===== src/design/psu_pkg.sv =====
// ----------------------------------------------------------------------------
// psu_pkg
// Types, register indexes and margins shared by the PSU supervisor files.
// ----------------------------------------------------------------------------
package psu_pkg;

   localparam int unsigned CSR_IDX_W = 3;

   localparam logic [CSR_IDX_W-1:0] CSR_OVP_TRIP_MV         = 3'd0;
   localparam logic [CSR_IDX_W-1:0] CSR_OCP_TRIP_MA         = 3'd1;
   localparam logic [CSR_IDX_W-1:0] CSR_OVP_CONFIRM_COUNT   = 3'd2;
   localparam logic [CSR_IDX_W-1:0] CSR_OCP_CONFIRM_COUNT   = 3'd3;
   localparam logic [CSR_IDX_W-1:0] CSR_MODE_CONFIRM_COUNT  = 3'd4;
   localparam logic [CSR_IDX_W-1:0] CSR_VOLTAGE_SETPOINT_MV = 3'd5;
   localparam logic [CSR_IDX_W-1:0] CSR_CURRENT_SETPOINT_MA = 3'd6;

   localparam logic [1:0] FAULT_NONE = 2'd0;
   localparam logic [1:0] FAULT_OVP  = 2'd1;
   localparam logic [1:0] FAULT_OCP  = 2'd2;

   localparam logic [15:0] CC_CURRENT_MARGIN_MA = 16'd50;
   localparam logic [15:0] CC_VOLTAGE_DROP_MV   = 16'd200;
   localparam logic [15:0] CV_CURRENT_MARGIN_MA = 16'd100;
   localparam logic [15:0] CV_VOLTAGE_MARGIN_MV = 16'd100;

   typedef struct packed {
      logic [15:0] ovp_trip_mv;
      logic [15:0] ocp_trip_ma;
      logic [15:0] ovp_confirm_count;
      logic [15:0] ocp_confirm_count;
      logic [15:0] mode_confirm_count;
      logic [15:0] voltage_setpoint_mv;
      logic [15:0] current_setpoint_ma;
   } cfg_type;

   typedef struct packed {
      logic [15:0] meas_volt_mv;
      logic [15:0] meas_amp_ma;
      logic        precharge_done;
      logic        grace_active;
      logic        regulating;
   } req_type;

   typedef struct packed {
      logic [1:0]  fault_kind;
      logic        fault_active;
      logic        trip_now;
      logic        mode_cc;
      logic [15:0] trip_volt_mv;
      logic [15:0] trip_amp_ma;
      logic [31:0] ovp_transient_total;
      logic [31:0] ocp_transient_total;
   } rsp_type;

endpackage


===== src/design/psu_if.sv =====
// ----------------------------------------------------------------------------
// psu_if
// Valid/ready channels of the PSU supervisor: sample, result and CSR write.
// ----------------------------------------------------------------------------
interface psu_req_if;
   logic        valid;
   logic        ready;
   logic [15:0] meas_volt_mv;
   logic [15:0] meas_amp_ma;
   logic        precharge_done;
   logic        grace_active;
   logic        regulating;

   modport source (output valid, meas_volt_mv, meas_amp_ma, precharge_done, grace_active,
                   regulating, input ready);
   modport sink   (input valid, meas_volt_mv, meas_amp_ma, precharge_done, grace_active,
                   regulating, output ready);
endinterface

interface psu_rsp_if;
   logic        valid;
   logic        ready;
   logic [1:0]  fault_kind;
   logic        fault_active;
   logic        trip_now;
   logic        mode_cc;
   logic [15:0] trip_volt_mv;
   logic [15:0] trip_amp_ma;
   logic [31:0] ovp_transient_total;
   logic [31:0] ocp_transient_total;

   modport source (output valid, fault_kind, fault_active, trip_now, mode_cc,
                   trip_volt_mv, trip_amp_ma, ovp_transient_total,
                   ocp_transient_total, input ready);
   modport sink   (input valid, fault_kind, fault_active, trip_now, mode_cc,
                   trip_volt_mv, trip_amp_ma, ovp_transient_total,
                   ocp_transient_total, output ready);
endinterface

interface psu_csr_if;
   logic        valid;
   logic        ready;
   logic [2:0]  index;
   logic [15:0] data;

   modport source (output valid, index, data, input ready);
   modport sink   (input valid, index, data, output ready);
endinterface


===== src/design/psu_csr.sv =====
// ----------------------------------------------------------------------------
// psu_csr
// Configuration register file; writes to unknown indexes are dropped.
// ----------------------------------------------------------------------------
module psu_csr (
   input  logic                       clock,
   input  logic                       reset,
   input  logic                       wr_en,
   input  logic [psu_pkg::CSR_IDX_W-1:0] wr_index,
   input  logic [15:0]                wr_data,
   output psu_pkg::cfg_type           cfg
);
   import psu_pkg::*;

   cfg_type cfg_ff, cfg_in;

   always_comb begin
      cfg_in = cfg_ff;
      if (wr_en) begin
         unique case (wr_index)
            CSR_OVP_TRIP_MV:         cfg_in.ovp_trip_mv         = wr_data;
            CSR_OCP_TRIP_MA:         cfg_in.ocp_trip_ma         = wr_data;
            CSR_OVP_CONFIRM_COUNT:   cfg_in.ovp_confirm_count   = wr_data;
            CSR_OCP_CONFIRM_COUNT:   cfg_in.ocp_confirm_count   = wr_data;
            CSR_MODE_CONFIRM_COUNT:  cfg_in.mode_confirm_count  = wr_data;
            CSR_VOLTAGE_SETPOINT_MV: cfg_in.voltage_setpoint_mv = wr_data;
            CSR_CURRENT_SETPOINT_MA: cfg_in.current_setpoint_ma = wr_data;
            default:                 cfg_in = cfg_ff;
         endcase
      end
   end

   always_ff @(posedge clock) begin
      if (reset) begin
         cfg_ff.ovp_trip_mv         <= 16'hFFFF;
         cfg_ff.ocp_trip_ma         <= 16'hFFFF;
         cfg_ff.ovp_confirm_count   <= 16'd4;
         cfg_ff.ocp_confirm_count   <= 16'd4;
         cfg_ff.mode_confirm_count  <= 16'd8;
         cfg_ff.voltage_setpoint_mv <= 16'd0;
         cfg_ff.current_setpoint_ma <= 16'd0;
      end else begin
         cfg_ff <= cfg_in;
      end
   end

   assign cfg = cfg_ff;

endmodule


===== src/design/psu_core.sv =====
// ----------------------------------------------------------------------------
// psu_core
// Sample register, protection and CV/CC mode state, and result register.
// ----------------------------------------------------------------------------
module psu_core (
   input  logic              clock,
   input  logic              reset,
   input  psu_pkg::cfg_type  cfg,
   input  logic              in_valid,
   input  psu_pkg::req_type  in_item,
   output logic              in_ready,
   output logic              out_valid,
   output psu_pkg::rsp_type  out_item,
   input  logic              out_ready
);
   import psu_pkg::*;

   logic        advance;
   logic        s1_valid_ff;
   req_type     s1_ff;
   logic        rsp_valid_ff;
   rsp_type     rsp_ff, rsp_in;

   logic [15:0] ovp_run_ff, ovp_run_in, ocp_run_ff, ocp_run_in;
   logic [31:0] ovp_tr_ff, ovp_tr_in, ocp_tr_ff, ocp_tr_in;
   logic        latched_ff, latched_in;
   logic [1:0]  code_ff, code_in;
   logic [15:0] tv_ff, tv_in, ta_ff, ta_in;
   logic        cc_ff, cc_in;
   logic [15:0] cc_run_ff, cc_run_in, cv_run_ff, cv_run_in;

   logic        ov, oc, ovc, occ, trip, cand;
   logic [16:0] i_ext, v_ext, is_ext, vs_ext;
   logic [15:0] r_ov, r_oc, r_md;

   assign advance  = !rsp_valid_ff || out_ready;
   assign in_ready = advance;

   always_comb begin
      ov     = s1_ff.meas_volt_mv >= cfg.ovp_trip_mv;
      oc     = s1_ff.meas_amp_ma >= cfg.ocp_trip_ma;
      i_ext  = {1'b0, s1_ff.meas_amp_ma};
      v_ext  = {1'b0, s1_ff.meas_volt_mv};
      is_ext = {1'b0, cfg.current_setpoint_ma};
      vs_ext = {1'b0, cfg.voltage_setpoint_mv};

      ovp_run_in = ovp_run_ff;
      ocp_run_in = ocp_run_ff;
      ovp_tr_in  = ovp_tr_ff;
      ocp_tr_in  = ocp_tr_ff;
      latched_in = latched_ff;
      code_in    = code_ff;
      tv_in      = tv_ff;
      ta_in      = ta_ff;
      cc_in      = cc_ff;
      cc_run_in  = cc_run_ff;
      cv_run_in  = cv_run_ff;
      trip       = 1'b0;
      ovc        = 1'b0;
      occ        = 1'b0;
      cand       = 1'b0;
      r_ov       = 16'd0;
      r_oc       = 16'd0;
      r_md       = 16'd0;

      if (!latched_ff) begin
         if (!s1_ff.precharge_done || s1_ff.grace_active) begin
            ovp_run_in = 16'd0;
            ocp_run_in = 16'd0;
            if (s1_ff.grace_active) begin
               if (ov) ovp_tr_in = ovp_tr_ff + 32'd1;
               if (oc) ocp_tr_in = ocp_tr_ff + 32'd1;
            end
         end else begin
            if (ov) begin
               r_ov = (ovp_run_ff < cfg.ovp_confirm_count) ? ovp_run_ff + 16'd1 : ovp_run_ff;
               if (r_ov < cfg.ovp_confirm_count) ovp_tr_in = ovp_tr_ff + 32'd1;
            end
            if (oc) begin
               r_oc = (ocp_run_ff < cfg.ocp_confirm_count) ? ocp_run_ff + 16'd1 : ocp_run_ff;
               if (r_oc < cfg.ocp_confirm_count) ocp_tr_in = ocp_tr_ff + 32'd1;
            end
            ovp_run_in = r_ov;
            ocp_run_in = r_oc;
            ovc  = r_ov >= cfg.ovp_confirm_count;
            occ  = r_oc >= cfg.ocp_confirm_count;
            trip = ovc || occ;
         end

         if (trip) begin
            latched_in = 1'b1;
            code_in    = ovc ? FAULT_OVP : FAULT_OCP;
            tv_in      = s1_ff.meas_volt_mv;
            ta_in      = s1_ff.meas_amp_ma;
            cc_in      = 1'b0;
            cc_run_in  = 16'd0;
            cv_run_in  = 16'd0;
         end else if (!s1_ff.regulating) begin
            cc_in     = 1'b0;
            cc_run_in = 16'd0;
            cv_run_in = 16'd0;
         end else if (!cc_ff) begin
            cv_run_in = 16'd0;
            cand = (i_ext + {1'b0, CC_CURRENT_MARGIN_MA} >= is_ext) &&
                   (v_ext + {1'b0, CC_VOLTAGE_DROP_MV} < vs_ext);
            if (cand) begin
               r_md = (cc_run_ff < cfg.mode_confirm_count) ? cc_run_ff + 16'd1 : cc_run_ff;
               if (r_md >= cfg.mode_confirm_count) begin
                  cc_in     = 1'b1;
                  cc_run_in = 16'd0;
               end else begin
                  cc_run_in = r_md;
               end
            end else begin
               cc_run_in = 16'd0;
            end
         end else begin
            cc_run_in = 16'd0;
            cand = (i_ext + {1'b0, CV_CURRENT_MARGIN_MA} < is_ext) ||
                   (v_ext + {1'b0, CV_VOLTAGE_MARGIN_MV} >= vs_ext);
            if (cand) begin
               r_md = (cv_run_ff < cfg.mode_confirm_count) ? cv_run_ff + 16'd1 : cv_run_ff;
               if (r_md >= cfg.mode_confirm_count) begin
                  cc_in     = 1'b0;
                  cv_run_in = 16'd0;
               end else begin
                  cv_run_in = r_md;
               end
            end else begin
               cv_run_in = 16'd0;
            end
         end
      end

      rsp_in.fault_kind          = code_in;
      rsp_in.fault_active        = latched_in;
      rsp_in.trip_now            = trip;
      rsp_in.mode_cc             = cc_in;
      rsp_in.trip_volt_mv        = tv_in;
      rsp_in.trip_amp_ma         = ta_in;
      rsp_in.ovp_transient_total = ovp_tr_in;
      rsp_in.ocp_transient_total = ocp_tr_in;
   end

   always_ff @(posedge clock) begin
      if (reset) begin
         s1_valid_ff  <= 1'b0;
         rsp_valid_ff <= 1'b0;
         ovp_run_ff   <= 16'd0;
         ocp_run_ff   <= 16'd0;
         ovp_tr_ff    <= 32'd0;
         ocp_tr_ff    <= 32'd0;
         latched_ff   <= 1'b0;
         code_ff      <= FAULT_NONE;
         tv_ff        <= 16'd0;
         ta_ff        <= 16'd0;
         cc_ff        <= 1'b0;
         cc_run_ff    <= 16'd0;
         cv_run_ff    <= 16'd0;
      end else if (advance) begin
         s1_valid_ff  <= in_valid;
         rsp_valid_ff <= s1_valid_ff;
         if (s1_valid_ff) begin
            ovp_run_ff <= ovp_run_in;
            ocp_run_ff <= ocp_run_in;
            ovp_tr_ff  <= ovp_tr_in;
            ocp_tr_ff  <= ocp_tr_in;
            latched_ff <= latched_in;
            code_ff    <= code_in;
            tv_ff      <= tv_in;
            ta_ff      <= ta_in;
            cc_ff      <= cc_in;
            cc_run_ff  <= cc_run_in;
            cv_run_ff  <= cv_run_in;
         end
      end
   end

   always_ff @(posedge clock) begin
      if (advance) begin
         if (in_valid) s1_ff <= in_item;
         if (s1_valid_ff) rsp_ff <= rsp_in;
      end
   end

   assign out_valid = rsp_valid_ff;
   assign out_item  = rsp_ff;

endmodule


===== src/design/psu_protection_and_mode_supervisor.sv =====
// ----------------------------------------------------------------------------
// psu_protection_and_mode_supervisor
// OVP/OCP trip confirmation with fault latch, and CV/CC mode tracking.
// ----------------------------------------------------------------------------
//  channel   dir  handshake      contents
//  req_chan  in   valid/ready    voltage, current, precharge/grace/regulating
//  rsp_chan  out  valid/ready    fault, mode, trip readings, transient totals
//  csr_chan  in   valid/ready    register index, 16-bit data (always ready)
//
//  One item per cycle while the result is not stalled; an item taken passes
//  through the sample register, then the result register, where it is valid.
//  Synchronous reset restores register defaults and clears all state but the sample and result data.
//  A stalled result holds both stages; req_chan.ready drops only then.
// ----------------------------------------------------------------------------
module psu_protection_and_mode_supervisor (
   input  logic      clock,
   input  logic      reset,
   psu_req_if.sink   req_chan,
   psu_rsp_if.source rsp_chan,
   psu_csr_if.sink   csr_chan
);
   import psu_pkg::*;

   cfg_type cfg;
   req_type req_item;
   rsp_type rsp_item;

   assign csr_chan.ready = 1'b1;

   psu_csr u_csr (
      .clock    (clock),
      .reset    (reset),
      .wr_en    (csr_chan.valid),
      .wr_index (csr_chan.index),
      .wr_data  (csr_chan.data),
      .cfg      (cfg)
   );

   assign req_item.meas_volt_mv   = req_chan.meas_volt_mv;
   assign req_item.meas_amp_ma    = req_chan.meas_amp_ma;
   assign req_item.precharge_done = req_chan.precharge_done;
   assign req_item.grace_active   = req_chan.grace_active;
   assign req_item.regulating     = req_chan.regulating;

   psu_core u_core (
      .clock     (clock),
      .reset     (reset),
      .cfg       (cfg),
      .in_valid  (req_chan.valid),
      .in_item   (req_item),
      .in_ready  (req_chan.ready),
      .out_valid (rsp_chan.valid),
      .out_item  (rsp_item),
      .out_ready (rsp_chan.ready)
   );

   assign rsp_chan.fault_kind          = rsp_item.fault_kind;
   assign rsp_chan.fault_active        = rsp_item.fault_active;
   assign rsp_chan.trip_now            = rsp_item.trip_now;
   assign rsp_chan.mode_cc             = rsp_item.mode_cc;
   assign rsp_chan.trip_volt_mv        = rsp_item.trip_volt_mv;
   assign rsp_chan.trip_amp_ma         = rsp_item.trip_amp_ma;
   assign rsp_chan.ovp_transient_total = rsp_item.ovp_transient_total;
   assign rsp_chan.ocp_transient_total = rsp_item.ocp_transient_total;

endmodule

===== src/flat_wrapper.sv =====
// flat-port wrapper written by rule: the top's interface ports become plain ports
module psu_protection_and_mode_supervisor_flat import psu_pkg::*;
  (clock, reset, req_chan_valid, req_chan_meas_volt_mv, req_chan_meas_amp_ma, req_chan_precharge_done, req_chan_grace_active, req_chan_regulating, req_chan_ready, rsp_chan_valid, rsp_chan_fault_kind, rsp_chan_fault_active, rsp_chan_trip_now, rsp_chan_mode_cc, rsp_chan_trip_volt_mv, rsp_chan_trip_amp_ma, rsp_chan_ovp_transient_total, rsp_chan_ocp_transient_total, rsp_chan_ready, csr_chan_valid, csr_chan_index, csr_chan_data, csr_chan_ready);
  psu_req_if req_chan_i ();
  psu_rsp_if rsp_chan_i ();
  psu_csr_if csr_chan_i ();
  input  logic clock;
  input  logic reset;
  input wire logic [$bits(req_chan_i.valid)-1:0] req_chan_valid;
  input wire logic [$bits(req_chan_i.meas_volt_mv)-1:0] req_chan_meas_volt_mv;
  input wire logic [$bits(req_chan_i.meas_amp_ma)-1:0] req_chan_meas_amp_ma;
  input wire logic [$bits(req_chan_i.precharge_done)-1:0] req_chan_precharge_done;
  input wire logic [$bits(req_chan_i.grace_active)-1:0] req_chan_grace_active;
  input wire logic [$bits(req_chan_i.regulating)-1:0] req_chan_regulating;
  output wire logic [$bits(req_chan_i.ready)-1:0] req_chan_ready;
  output wire logic [$bits(rsp_chan_i.valid)-1:0] rsp_chan_valid;
  output wire logic [$bits(rsp_chan_i.fault_kind)-1:0] rsp_chan_fault_kind;
  output wire logic [$bits(rsp_chan_i.fault_active)-1:0] rsp_chan_fault_active;
  output wire logic [$bits(rsp_chan_i.trip_now)-1:0] rsp_chan_trip_now;
  output wire logic [$bits(rsp_chan_i.mode_cc)-1:0] rsp_chan_mode_cc;
  output wire logic [$bits(rsp_chan_i.trip_volt_mv)-1:0] rsp_chan_trip_volt_mv;
  output wire logic [$bits(rsp_chan_i.trip_amp_ma)-1:0] rsp_chan_trip_amp_ma;
  output wire logic [$bits(rsp_chan_i.ovp_transient_total)-1:0] rsp_chan_ovp_transient_total;
  output wire logic [$bits(rsp_chan_i.ocp_transient_total)-1:0] rsp_chan_ocp_transient_total;
  input wire logic [$bits(rsp_chan_i.ready)-1:0] rsp_chan_ready;
  input wire logic [$bits(csr_chan_i.valid)-1:0] csr_chan_valid;
  input wire logic [$bits(csr_chan_i.index)-1:0] csr_chan_index;
  input wire logic [$bits(csr_chan_i.data)-1:0] csr_chan_data;
  output wire logic [$bits(csr_chan_i.ready)-1:0] csr_chan_ready;
  assign req_chan_i.valid = req_chan_valid;
  assign req_chan_i.meas_volt_mv = req_chan_meas_volt_mv;
  assign req_chan_i.meas_amp_ma = req_chan_meas_amp_ma;
  assign req_chan_i.precharge_done = req_chan_precharge_done;
  assign req_chan_i.grace_active = req_chan_grace_active;
  assign req_chan_i.regulating = req_chan_regulating;
  assign req_chan_ready = req_chan_i.ready;
  assign rsp_chan_valid = rsp_chan_i.valid;
  assign rsp_chan_fault_kind = rsp_chan_i.fault_kind;
  assign rsp_chan_fault_active = rsp_chan_i.fault_active;
  assign rsp_chan_trip_now = rsp_chan_i.trip_now;
  assign rsp_chan_mode_cc = rsp_chan_i.mode_cc;
  assign rsp_chan_trip_volt_mv = rsp_chan_i.trip_volt_mv;
  assign rsp_chan_trip_amp_ma = rsp_chan_i.trip_amp_ma;
  assign rsp_chan_ovp_transient_total = rsp_chan_i.ovp_transient_total;
  assign rsp_chan_ocp_transient_total = rsp_chan_i.ocp_transient_total;
  assign rsp_chan_i.ready = rsp_chan_ready;
  assign csr_chan_i.valid = csr_chan_valid;
  assign csr_chan_i.index = csr_chan_index;
  assign csr_chan_i.data = csr_chan_data;
  assign csr_chan_ready = csr_chan_i.ready;
  psu_protection_and_mode_supervisor u_core (.clock(clock), .reset(reset), .req_chan(req_chan_i), .rsp_chan(rsp_chan_i), .csr_chan(csr_chan_i));
endmodule

===== config.mk =====
export PLATFORM = sky130hd
export DESIGN_NAME = psu_protection_and_mode_supervisor_flat
export DESIGN_NICKNAME = d
export VERILOG_FILES = /design/src/design/psu_pkg.sv /design/src/design/psu_if.sv /design/src/design/psu_csr.sv /design/src/design/psu_core.sv /design/src/design/psu_protection_and_mode_supervisor.sv /design/src/flat_wrapper.sv
export SDC_FILE = /design/constraint.sdc
export NUM_CORES = 1
export LEC_CHECK = 0
export BUFFER_PORTS_ARGS = -buffer_cell sky130_fd_sc_hd__buf_2
export CAP_MARGIN = 20
export CORE_MARGIN = 3
export CORE_UTILIZATION = 40
export CTS_BUF_LIST = sky130_fd_sc_hd__clkbuf_4 sky130_fd_sc_hd__clkbuf_8 sky130_fd_sc_hd__clkbuf_16
export DETAILED_ROUTE_END_ITERATION = 6
export PLACE_DENSITY = 0.55
export SLEW_MARGIN = 20
export SYNTH_ARGS = -nofsm -noshare
export SYNTH_HDL_FRONTEND = slang
export SYNTH_SLANG_ARGS = --single-unit

===== constraint.sdc =====
create_clock -name clock -period 12.8 [get_ports clock]
set_input_delay 2.56 -clock clock [delete_from_list [all_inputs] [get_ports clock]]
set_output_delay 2.56 -clock clock [all_outputs]
set_load 0.03 [all_outputs]

## After elaboration in Yosys (flattened, before gate mapping)

Cells that the tools add are included.

| word-level totals | value |
|---|---|
| bits in registers | 414 |
| output and inout port bits | 104 |
| word-level logic and storage cells | 139 |

| operators by class | value |
|---|---|
| $add $sub $neg | 10 |
| $lt $le $gt $ge | 16 |
| equality and inequality tests | 6 |
| muxes and demuxes | 55 |
| bitwise gates (word level) | 1 |
| reduce and logical (&&, ||, !) cells | 18 |

Operator list:

| cell | count |
|---|---|
| 2-to-1 mux 16 bit | 26 |
| 2-to-1 mux 32 bit | 12 |
| greater-or-equal comparator 16 bit | 6 |
| less-than comparator 16 bit | 6 |
| adder 16 x 1 -> 16 bit, second input constant | 4 |
| adder 32 x 1 -> 32 bit, second input constant | 2 |
| adder 16 x 7 -> 17 bit, second input constant | 2 |
| greater-or-equal comparator 17 x 16 -> 1 bit | 2 |
| less-than comparator 17 x 16 -> 1 bit | 2 |
| AND reduction 2 bit | 9 |
| adder 16 x 6 -> 17 bit, second input constant | 1 |
| adder 16 x 8 -> 17 bit, second input constant | 1 |
| 2-to-1 mux 1 bit | 14 |
| == test 3 bit, second input constant | 3 |
| == test 3 x 2 -> 1 bit, second input constant | 2 |
| 2-to-1 mux 2 bit | 3 |
| logical OR 1 bit | 4 |
| == test 3 x 1 -> 1 bit, second input constant | 1 |
| zero test 3 bit | 1 |
| AND reduction 3 bit | 1 |
| zero test 1 bit | 2 |
| logical AND 1 bit | 1 |
| inverter 1 bit | 1 |

## Depth between registers and ports, before layout

Gate-level depths: netlist of the first run.

| depth | value |
|---|---|
| depth in word-level cells | 11 |
| gate-level depth with buffers | 22 |
| mapped depth without buffers | 19 |

## Hierarchy

From an unflattened synthesis of the first run, not the netlist that was laid out.

| second synthesis, totals | value |
|---|---|
| cell total of the unflattened synthesis | 2751 |
| area total of the unflattened synthesis | 25713.4 um^2 |

By module, submodules not included:

| module | instances | cells an instance | area an instance (um^2) | sequential area each (um^2) |
|---|---|---|---|---|
| psu_core | 1 | 2344 | 21339.2 | 7407.1 |
| psu_csr | 1 | 405 | 4362.9 | 2242.2 |
| psu_protection_and_mode_supervisor | 1 | 2 | 11.3 | 0.0 |

## Worst setup path before layout of the first run

Ideal clock, no wire load.

| path | value |
|---|---|
| path type | input -> register |
| start point | in rsp_chan_ready |
| end point | reg u_core.u_core.tv_ff[10] |
| setup time | 128 ps |
| data arrival time | 6836 ps |
| data required time | 12672 ps |
| path slack | 5836 ps |
| cell stages on the path | 7 |
| cells stage by stage | nand2b_1 > nand2_1 > clkinv_1 > o211ai_1 > buf_2 > mux2i_1 > nor2_1 |

| on the way | value |
|---|---|
| longest elaborated chain between the ends | 2 |

Ends and longest elaborated chain:

| what | line | text |
|---|---|---|
| from (decl) | flat_wrapper.sv:25 | `input wire logic [$bits(rsp_chan_i.ready)-1:0] rsp_chan_ready;` |
| logical OR 1 bit | psu_core.sv:36 | `assign advance = !rsp_valid_ff \|\| out_ready;` |
| AND reduction 2 bit (no source line) | - |  |
| to (signal assigned) | psu_core.sv:170 | `tv_ff <= tv_in;` |
| to (decl) | psu_core.sv:28 | `logic [15:0] tv_ff, tv_in, ta_ff, ta_in;` |

Every way passes these cells.
A chain may end at the register's enable or synchronous reset.

## Worst setup path after layout of the first run

| path | value |
|---|---|
| start point | reg u_core.u_core.ovp_run_ff[5] |
| end point | reg u_core.u_core.cv_run_ff[10] |

| on the way | value |
|---|---|
| longest elaborated chain between the ends | 10 |
| elaborated cells on any way between the ends | 11 |
| those cells by class | 1 x add/sub; 2 x order compare; 7 x mux; 1 x reduce/logical |

Ends and longest elaborated chain:

| what | line | text |
|---|---|---|
| from (decl) | psu_core.sv:24 | `logic [15:0] ovp_run_ff, ovp_run_in, ocp_run_ff, ocp_run_in;` |
| from (signal assigned) | psu_core.sv:164 | `ovp_run_ff <= ovp_run_in;` |
| adder 16 x 1 -> 16 bit / less-than comparator 16 bit (equally long branches) | psu_core.sv:76 | `r_ov = (ovp_run_ff < cfg.ovp_confirm_count) ? ovp_run_ff + 16'd1 : ovp_run_ff;` |
| 2-to-1 mux 16 bit * | psu_core.sv:76 |  |
| 2-to-1 mux 16 bit * | psu_core.sv:75 | `if (ov) begin` |
| 2-to-1 mux 16 bit * | psu_core.sv:67 | `if (!s1_ff.precharge_done \|\| s1_ff.grace_active) begin` |
| 2-to-1 mux 16 bit * | psu_core.sv:66 | `if (!latched_ff) begin` |
| greater-or-equal comparator 16 bit * | psu_core.sv:85 | `ovc = r_ov >= cfg.ovp_confirm_count;` |
| logical OR 1 bit * | psu_core.sv:87 | `trip = ovc \|\| occ;` |
| 2-to-1 mux 1 bit * | psu_core.sv:67 |  |
| 2-to-1 mux 1 bit * | psu_core.sv:66 |  |
| 2-to-1 mux 16 bit * | psu_core.sv:90 | `if (trip) begin` |
| to (signal assigned) | psu_core.sv:174 | `cv_run_ff <= cv_run_in;` |
| to (decl) | psu_core.sv:30 | `logic [15:0] cc_run_ff, cc_run_in, cv_run_ff, cv_run_in;` |

Mark *: on every way between the ends. The rest lies on a longest branch, timed or not. The select of a mux whose other input is x is not followed.

==> results of run 1 <==
power groups by stage:
stage          Clock (mW)  Sequential, mW  Combinational (mW)
2_1_floorplan           0            1.44               0.174
3_3_place_gp            0            1.44               0.269
3_5_place_dp            0            1.44               0.276
4_1_cts              1.57            1.41               0.277
5_1_grt              1.62            1.42               0.311
6_report             1.53            1.41               0.279
worst reg2reg max path: cells and delay by family (launching register included):
family	cells	cell delay, ns
AO/OA/AOI/OAI	9	2.61
AND/OR/NAND/NOR	5	2.11
adder cells (fa/ha/maj)	2	0.61
flip-flops	1	0.45
XOR/XNOR	1	0.20
synth_stat cells, types with 49 or more instances:
cell | instances | area [µm²]
inv_1 | 157 | 589.3
dfxtp_1 | 278 | 5565
o31ai_1 | 54 | 405.4
o21ai_0 | 92 | 460.4
xor2_1 | 84 | 735.7
nand3_1 | 76 | 380.4
ha_1 | 257 | 3216
clkbuf_1 | 124 | 465.5
edfxtp_1 | 136 | 4084
nor2_1 | 181 | 679.4
nand2_1 | 318 | 1194
a21o_1 | 49 | 367.9
or4_1 | 49 | 367.9
xnor2_1 | 68 | 595.6
nor4_1 | 53 | 331.6
a21oi_1 | 218 | 1091
registers in the layout (all words and copies together), names as in the netlist:
register and flops:
u_core.u_core.ta_ff 16, u_core.u_core.ovp_run_ff 16, u_core.u_core.s1_ff 19, u_core.u_core.code_ff 2, u_core.u_core.cc_run_ff 16, u_core.u_core.out_item 101, u_core.u_core.i_ext 16, u_core.u_core.out_valid 1
u_core.u_core.ocp_run_ff 16, u_core.u_core.s1_valid_ff 1, u_core.u_csr.cfg 112, u_core.u_core.cc_ff 1, u_core.u_core.latched_ff 1, u_core.u_core.ovp_tr_ff 32, u_core.u_core.ocp_tr_ff 32, u_core.u_core.tv_ff 16
u_core.u_core.cv_run_ff 16
cells by family after synthesis:
| logic type | synth area share (%) |
|---|---|
| compound gates | 15.60 |
| buf+inv | 4.633 |
| other cells | 0.01501 |
| xor+xnor | 5.330 |
| mux | 3.216 |
| fa+ha+maj | 12.87 |
| simple gates | 19.70 |
| flops | 38.63 |
stage by stage:
step           hold WS [ns]  power (mW)  setup slack, ns  util (%)
2_1_floorplan        0.4363       1.618            5.836         -
3_3_place_gp         0.4422       1.710            7.056     43.43
3_5_place_dp         0.4477       1.717            6.882     43.46
4_1_cts              0.4559       3.262            6.803     46.35
5_1_grt              0.4708       3.351            6.341     46.48
6_report             0.4538       3.225            6.749     46.48
layout by cell type, fill, tap and decap left out, types with 9 or more instances in the layout:
cell type  instances
o21ai_0           90
and4_1             9
a211o_1           41
nor4_1            53
nand4_1           45
nand3b_1          11
nor2b_1           41
xnor2_1           68
inv_1            157
clkinv_2           9
nand3_1           76
o21a_1            18
dfxtp_1          277
xor2_1            84
ha_1             257
buf_2            160
buf_4             22
and2_1            27
a211oi_1          16
nand2_1          318
clkbuf_16         49
or3_1             31
a2111oi_0         11
and3_1            26
bufinv_16         10
nand2b_1          28
a21o_1            49
a31oi_1           25
a221o_1            9
a21oi_1          215
o31ai_1           54
nor3_1            43
or2_2             15
edfxtp_1         136
mux2_2            42
nor2_1           175
or4_1             49
o211ai_1          16
mux2i_1           33
metal layers:
metal	wire length (µm)	track usage, %	up-vias
li1	-	-	10300
met1	31630	27.28	9785
met2	31130	33.45	484
met3	3543	3.265	109
met4	1906	6.224	6
met5	43	0	-
worst min path at each step:
stage | endpoint | slack [ns]
2_1_floorplan | u_core.u_core.code_ff[1]$_SDFFE_PP0P_ | 0.44
3_3_place_gp | u_core.u_core.code_ff[1]$_SDFFE_PP0P_ | 0.44
3_5_place_dp | u_core.u_csr.cfg[67]$_SDFFE_PP0P_ | 0.45
4_1_cts | u_core.u_csr.cfg[39]$_SDFFE_PP0P_ | 0.46
5_1_grt | u_core.u_csr.cfg[77]$_SDFFE_PP0P_ | 0.47
6_report | u_core.u_csr.cfg[39]$_SDFFE_PP0P_ | 0.45
area by class of cell:
class,instances,area [µm²],share of cell area [%]
diodes,1,2.502,0.008821
clock buffers,59,1320,4.653
clock inverters,33,440.4,1.553
inverters,158,595.6,2.099
multi-input cells,2072,14260,50.26
flip-flops and latches,414,9651,34.02
well taps,828,1036,3.652
repair buffers,187,1066,3.758
==> results by group, run 1 <==
Final layout
  • Final instance area: ~28,000 µm²
  • Layout Cells excl Fill: between 3,000 and 4,000
  • Layout area overhead: 13.57%
  • NumNets Final: 3,198
  • Filler instances: slightly below 6,000
  • Layout cells sized above 1: around an eighth

Setup path
  • Slowest Stage Delay on Critical Path: between 0.9 and 1 ns
  • Flop-to-flop setup slack: 6.75 ns
  • Crit Reg-Reg Startpoint: u_core.u_core.ovp_run_ff[5]$_SDFFE_PP0P_
  • CP Capture Point: u_core.u_core.cv_run_ff[10]$_SDFFE_PP0P_
  • WP data arrival: approximately 6.6 ns
  • Setup CP Type: reg2reg
  • Critical path's slowest cell: nor3_1
  • Cell breakdown of the critical path: ha_1, a21oi_1, o21ai_0, a221oi_1, nand3_1, or3_1, nor3_1, xnor2_1, nor2_1, ha_1, a21oi_1, o21ai_0, a221oi_1, o21ai_1, o21a_1, nor3_1, a221o_1
  • Worst Setup SP: u_core.u_core.ovp_run_ff[5]$_SDFFE_PP0P_
  • RR Endpoint: u_core.u_core.cv_run_ff[10]$_SDFFE_PP0P_
  • Register-to-Register Path Depth: 17
  • Buffers plus inverters on the worst setup path: 0
  • Type of origin of the critical path: register
  • Worst-path fanout max: 17
  • Stages on worst setup path: 17
  • Worst EP required: approximately 13 ns
  • Crit end category: register
  • Critical path's top delay family: compound AO/OA/AOI/OAI gates

Clock network
  • Root buf cell: clkbuf_16
  • Clock transition at the registers of the reported paths: 0.06 ns
  • Post-CTS setup buffers: 0
  • CTS tree: done
  • Post-cts sizing count: 0
  • CTS H-tree depth: 2
  • Clock sink total: 414
  • CTS Buf Count: 49
  • Latest clock arrival within the worst-skew pair: ~0.60 ns
  • Clk buf depth: 3
  • Cts-stage hold buffer count: 0

Status
  • Status: complete, no violations

GRT
  • Initial antenna violation count: 4
  • Grt total ovfl: 0
  • First-pass GRT wire length: roughly 110,000 µm
  • Largest net degree at the start of global routing: 96
  • Number of global-route vias before repair: ~20,000
  • GRT Overall Usage: between 20% and 30%

Route
  • DRC Markers: 0
  • Drt first-iter violations: 1,224
  • First drt pass iteration count: 6
  • WL/cell: 18.19 µm
  • Total number of vias: a little over 20,000
  • Vias per std cell: roughly 5.5
  • Final WL: around 70,000 µm
  • DRT antenna net count: 0

STA
  • Min Tclk post-route: between 6 and 7 ns
  • RSZ-0062 raised after global routing: false
  • Setup TNS: 0 ns
  • Slew HR: between 20% and 30%
  • Fin crit share: a little under half
  • Skew final: roughly 0.03 ns
  • Fmax: 0.1653 GHz
  • # setup viols final: 0
  • Worst Tran Pin Value: around 1.1 ns
  • Final hold viol count: 0
  • Fin. max-slew vios: 0

Pwr
  • Switching share of power: roughly a quarter
  • Pwr Density: 113.7 nW/µm²
  • Power Internal: approximately 2.4 mW
  • Comb pwr share: between 8 and 9%
  • VDD IR max: between 0.1 and 0.15 mV
  • Switching power: ~0.8 mW
  • Sequential Power Share: roughly 44%
  • Clk pwr share: 47.5%
  • P_leak: approximately 12 nW

Place
  • DP Wirelength: around 48,000 µm
  • Placed instance area: between 20,000 and 30,000 µm²
  • Final GP Congestion: 0.8855
  • DP Cell Count: roughly 3,700
  • Number of I/O port buffers: approximately 160

Synthesis
  • Asr flop ratio synth: 0%
  • Seq/Total Area, Yosys: a little under 40%
  • Synthesized cell area: roughly 25,000 µm²
  • Post-synthesis cell count: 2,787
  • Post-synth net total: 3,103
  • Top_reg_cell synth: dfxtp_1
  • Yosys warning total: 0
  • Flops & latches, synth: 414
  • Yosys cell types: approximately 80
  • Post-synth EDFFs: 136
  • Syn_area_per_cell: between 8 and 9 µm²

Floorplanning
  • Chip Height: approximately 260 µm
  • Width of the die: 255.9 µm
  • Core ar.: about 61,000 µm²
  • Number of cell rows: 90
  • Die area: about 65,000 µm²
  • Starting Density: 40.93%
  • Ports: approximately 160

Min path
  • Hold WC Path Type: reg2reg
  • Hold Path Cell Cnt: 2
  • Hold path startpoint: u_core.u_csr.cfg[39]$_SDFFE_PP0P_

Flow run
  • # Max-Cap Violations: 0
Power figures use the tool's default switching activity.
==> run 2, diff against run 1 <==
Clock period 12.8 ns to 6.01 ns, I/O delays scaled along.
==> run 2 against run 1 <==
First-iteration DRC count increased by 11%. Critical path depth increased by 1. Cell count increased by 0.43%. Flip-flop and latch count unchanged. Total power increased by 110%. Routed wire length increased by 1.5%. Worst hold slack got worse by 0.0017 ns. Largest power group unchanged.
==> results by group, run 2 (synthesis gave the netlist of run 1 again) <==
Pwr
  • Switching share of power: about a quarter
  • Switching power: between 1.5 and 2 mW
  • Comb pwr share: under 10%
  • Clk pwr share: around 46%
  • VDD IR max: 0.2001 mV
  • Sequential Power Share: 45.3%
  • P_leak: 11.93 nW
  • Pwr Density: between 200 and 250 nW/µm²
  • Power Internal: ~4.9 mW

STA
  • Setup TNS: 0 ns
  • Min Tclk post-route: 5.604 ns
  • # setup viols final: 0
  • Final hold viol count: 0
  • RSZ-0062 raised after global routing: false
  • Skew final: about 0.017 ns
  • Fmax: roughly 0.18 GHz
  • Slew HR: approximately 30%
  • Worst Tran Pin Value: 1.059 ns
  • Fin crit share: 93.24%
  • Fin. max-slew vios: 0

Floorplanning
  • Starting Density: a little over 40%
  • Die area: roughly 65,000 µm²
  • Ports: 163
  • Number of cell rows: 90
  • Width of the die: 255.9 µm
  • Chip Height: 255.9 µm
  • Core ar.: between 60,000 and 70,000 µm²

GRT
  • Number of global-route vias before repair: around 20,000
  • GRT Overall Usage: between 20% and 30%
  • Largest net degree at the start of global routing: 150
  • First-pass GRT wire length: 110,600 µm
  • Grt total ovfl: 0
  • Initial antenna violation count: 5

Setup path
  • Worst-path fanout max: 54
  • Slowest Stage Delay on Critical Path: roughly 0.59 ns
  • Buffers plus inverters on the worst setup path: 1
  • WP data arrival: around 6.1 ns
  • Cell breakdown of the critical path: ha_1, a21oi_1, o21ai_0, a221oi_2, nand3_1, or3_1, or2_2, xnor2_1, ha_1, a21o_1, a21o_1, a21oi_1, nand3_1, o31ai_2, a21oi_4, buf_12, nor4_1, mux2_2
  • Critical path's slowest cell: or3_1
  • Worst EP required: roughly 6.5 ns
  • Type of origin of the critical path: register
  • Crit end category: register
  • Critical path's top delay family: compound AO/OA/AOI/OAI gates
  • Setup CP Type: reg2reg

Route
  • DRC Markers: 0
  • First drt pass iteration count: 7
  • DRT antenna net count: 0
  • Vias per std cell: 5.537
  • WL/cell: approximately 18 µm
  • Total number of vias: approximately 21,000
  • Drt first-iter violations: 1,361
  • Final WL: between 60,000 and 70,000 µm

Clock network
  • Root buf cell: clkbuf_16
  • Clock sink total: between 400 and 500
  • CTS tree: done
  • CTS H-tree depth: 2
  • Latest clock arrival within the worst-skew pair: just under 0.6 ns
  • Clk buf depth: 3
  • Clock transition at the registers of the reported paths: 0.07 ns
  • CTS Buf Count: between 40 and 50
  • Post-CTS setup buffers: 0

Final layout
  • Most common cell after layout, fill and taps aside: nand2_1
  • NumNets Final: around 3,200
  • Layout cells sized above 1: 12.97%
  • Commonest non-fill, non-tap cells in the layout: nand2_1 (318), dfxtp_1 (277), ha_1 (257), a21oi_1 (215), nor2_1 (176)
  • Fin util: 46.55%
  • Filler instances: between 5,000 and 6,000
  • Max reg flops: approximately 110
  • Layout area overhead: 13.75%

Status
  • Status: complete, no violations

Flow run
  • # Max-Cap Violations: 0

Min path
  • Hold WC Path Type: reg2reg

Place
  • DP Wirelength: 48,710 µm
  • Final GP Congestion: just under 0.9
  • Number of I/O port buffers: around 160
## run 2: cell types whose count changed in the layout (fill, tap and decap cells not counted), moves of 3 or more
cell | before | now
buf_12 | 1 | 4
buf_4 | 22 | 35
bufinv_16 | 10 | 1
clkbuf_16 | 49 | 52
clkbuf_8 | 4 | 9
clkinv_1 | 8 | 4
clkinvlp_4 | 2 | 6
## run 2: worst register-to-register path, cell delays in order (launching register included)
cell,delay (ns)
dfxtp_1,0.47
ha_1,0.30
a21oi_1,0.12
o21ai_0,0.20
a221oi_2,0.43
nand3_1,0.21
or3_1,0.59
or2_2,0.38
xnor2_1,0.21
ha_1,0.28
a21o_1,0.16
a21o_1,0.17
a21oi_1,0.23
nand3_1,0.13
o31ai_2,0.39
a21oi_4,0.26
buf_12,0.27
nor4_1,0.32
mux2_2,0.37
## run 2: path summary, 6_finish.rpt
kind / start / to / slack, ns / cells past startpoint
worst min register to register: u_core.u_csr.cfg[52]$_SDFFE_PP0P_ / u_core.u_csr.cfg[52]$_SDFFE_PP0P_ / 0.45 / 2
worst max register to register: u_core.u_core.ovp_run_ff[5]$_SDFFE_PP0P_ / u_core.u_core.ovp_tr_ff[27]$_SDFFE_PP0P_ / 0.41 / 18
worst max-delay path: u_core.u_core.ovp_run_ff[5]$_SDFFE_PP0P_ / u_core.u_core.ovp_tr_ff[27]$_SDFFE_PP0P_ / 0.41 / 18
worst min-delay path: u_core.u_csr.cfg[52]$_SDFFE_PP0P_ / u_core.u_csr.cfg[52]$_SDFFE_PP0P_ / 0.45 / 2
## run 2: power by group through the flow
stage	registers (mW)	logic [mW]	clock network (mW)
finish	3.01	0.601	3.02
global route	3.01	0.673	3.23
CTS	3.01	0.602	3.12
detailed placement	3.07	0.600	0
global placement	3.07	0.582	0
floorplan	3.08	0.371	0
## run 2: what timing repair did
action                     CTS  global route
setup endpoints to repair    0            46
hold buffers                 0             0
resized for setup            0             2
## run 2: layer usage
layer	part of all wire, %	vias up	wire [µm]	GRT usage, %
met2	47	460	32630	34.93
met4	2.3	4	1614	5.844
met3	4.7	105	3269	3.216
met5	0.049	-	34	0
met1	46	9954	31710	27.25
li1	-	10340	-	-
## run 2: cell type report
| type | instances | area (µm²) | share of cell area (%) |
|---|---|---|---|
| multi-input combinational | 2072 | 14270 | 50.21 |
| tap | 828 | 1036 | 3.646 |
| timing repair buffer | 202 | 1212 | 4.267 |
| clock buffer | 67 | 1464 | 5.152 |
| antenna | 2 | 5.005 | 0.01761 |
| sequential | 414 | 9651 | 33.96 |
| clock inverter | 25 | 182.7 | 0.6429 |
| inverter | 158 | 595.6 | 2.096 |
## run 2: through the flow
step	worst slack [ns]	total power [mW]	area [µm²]	hold slack, ns	instances
floorplan	0.4042	3.447	24980	0.4363	2787
global placement	0.4563	3.649	26690	0.4422	3672
detailed placement	0.2400	3.668	26690	0.4477	3672
CTS	0.2136	6.726	28340	0.4561	3764
global route	0.1150	6.920	28410	0.4736	3766
finish	0.4062	6.634	28410	0.4522	3768
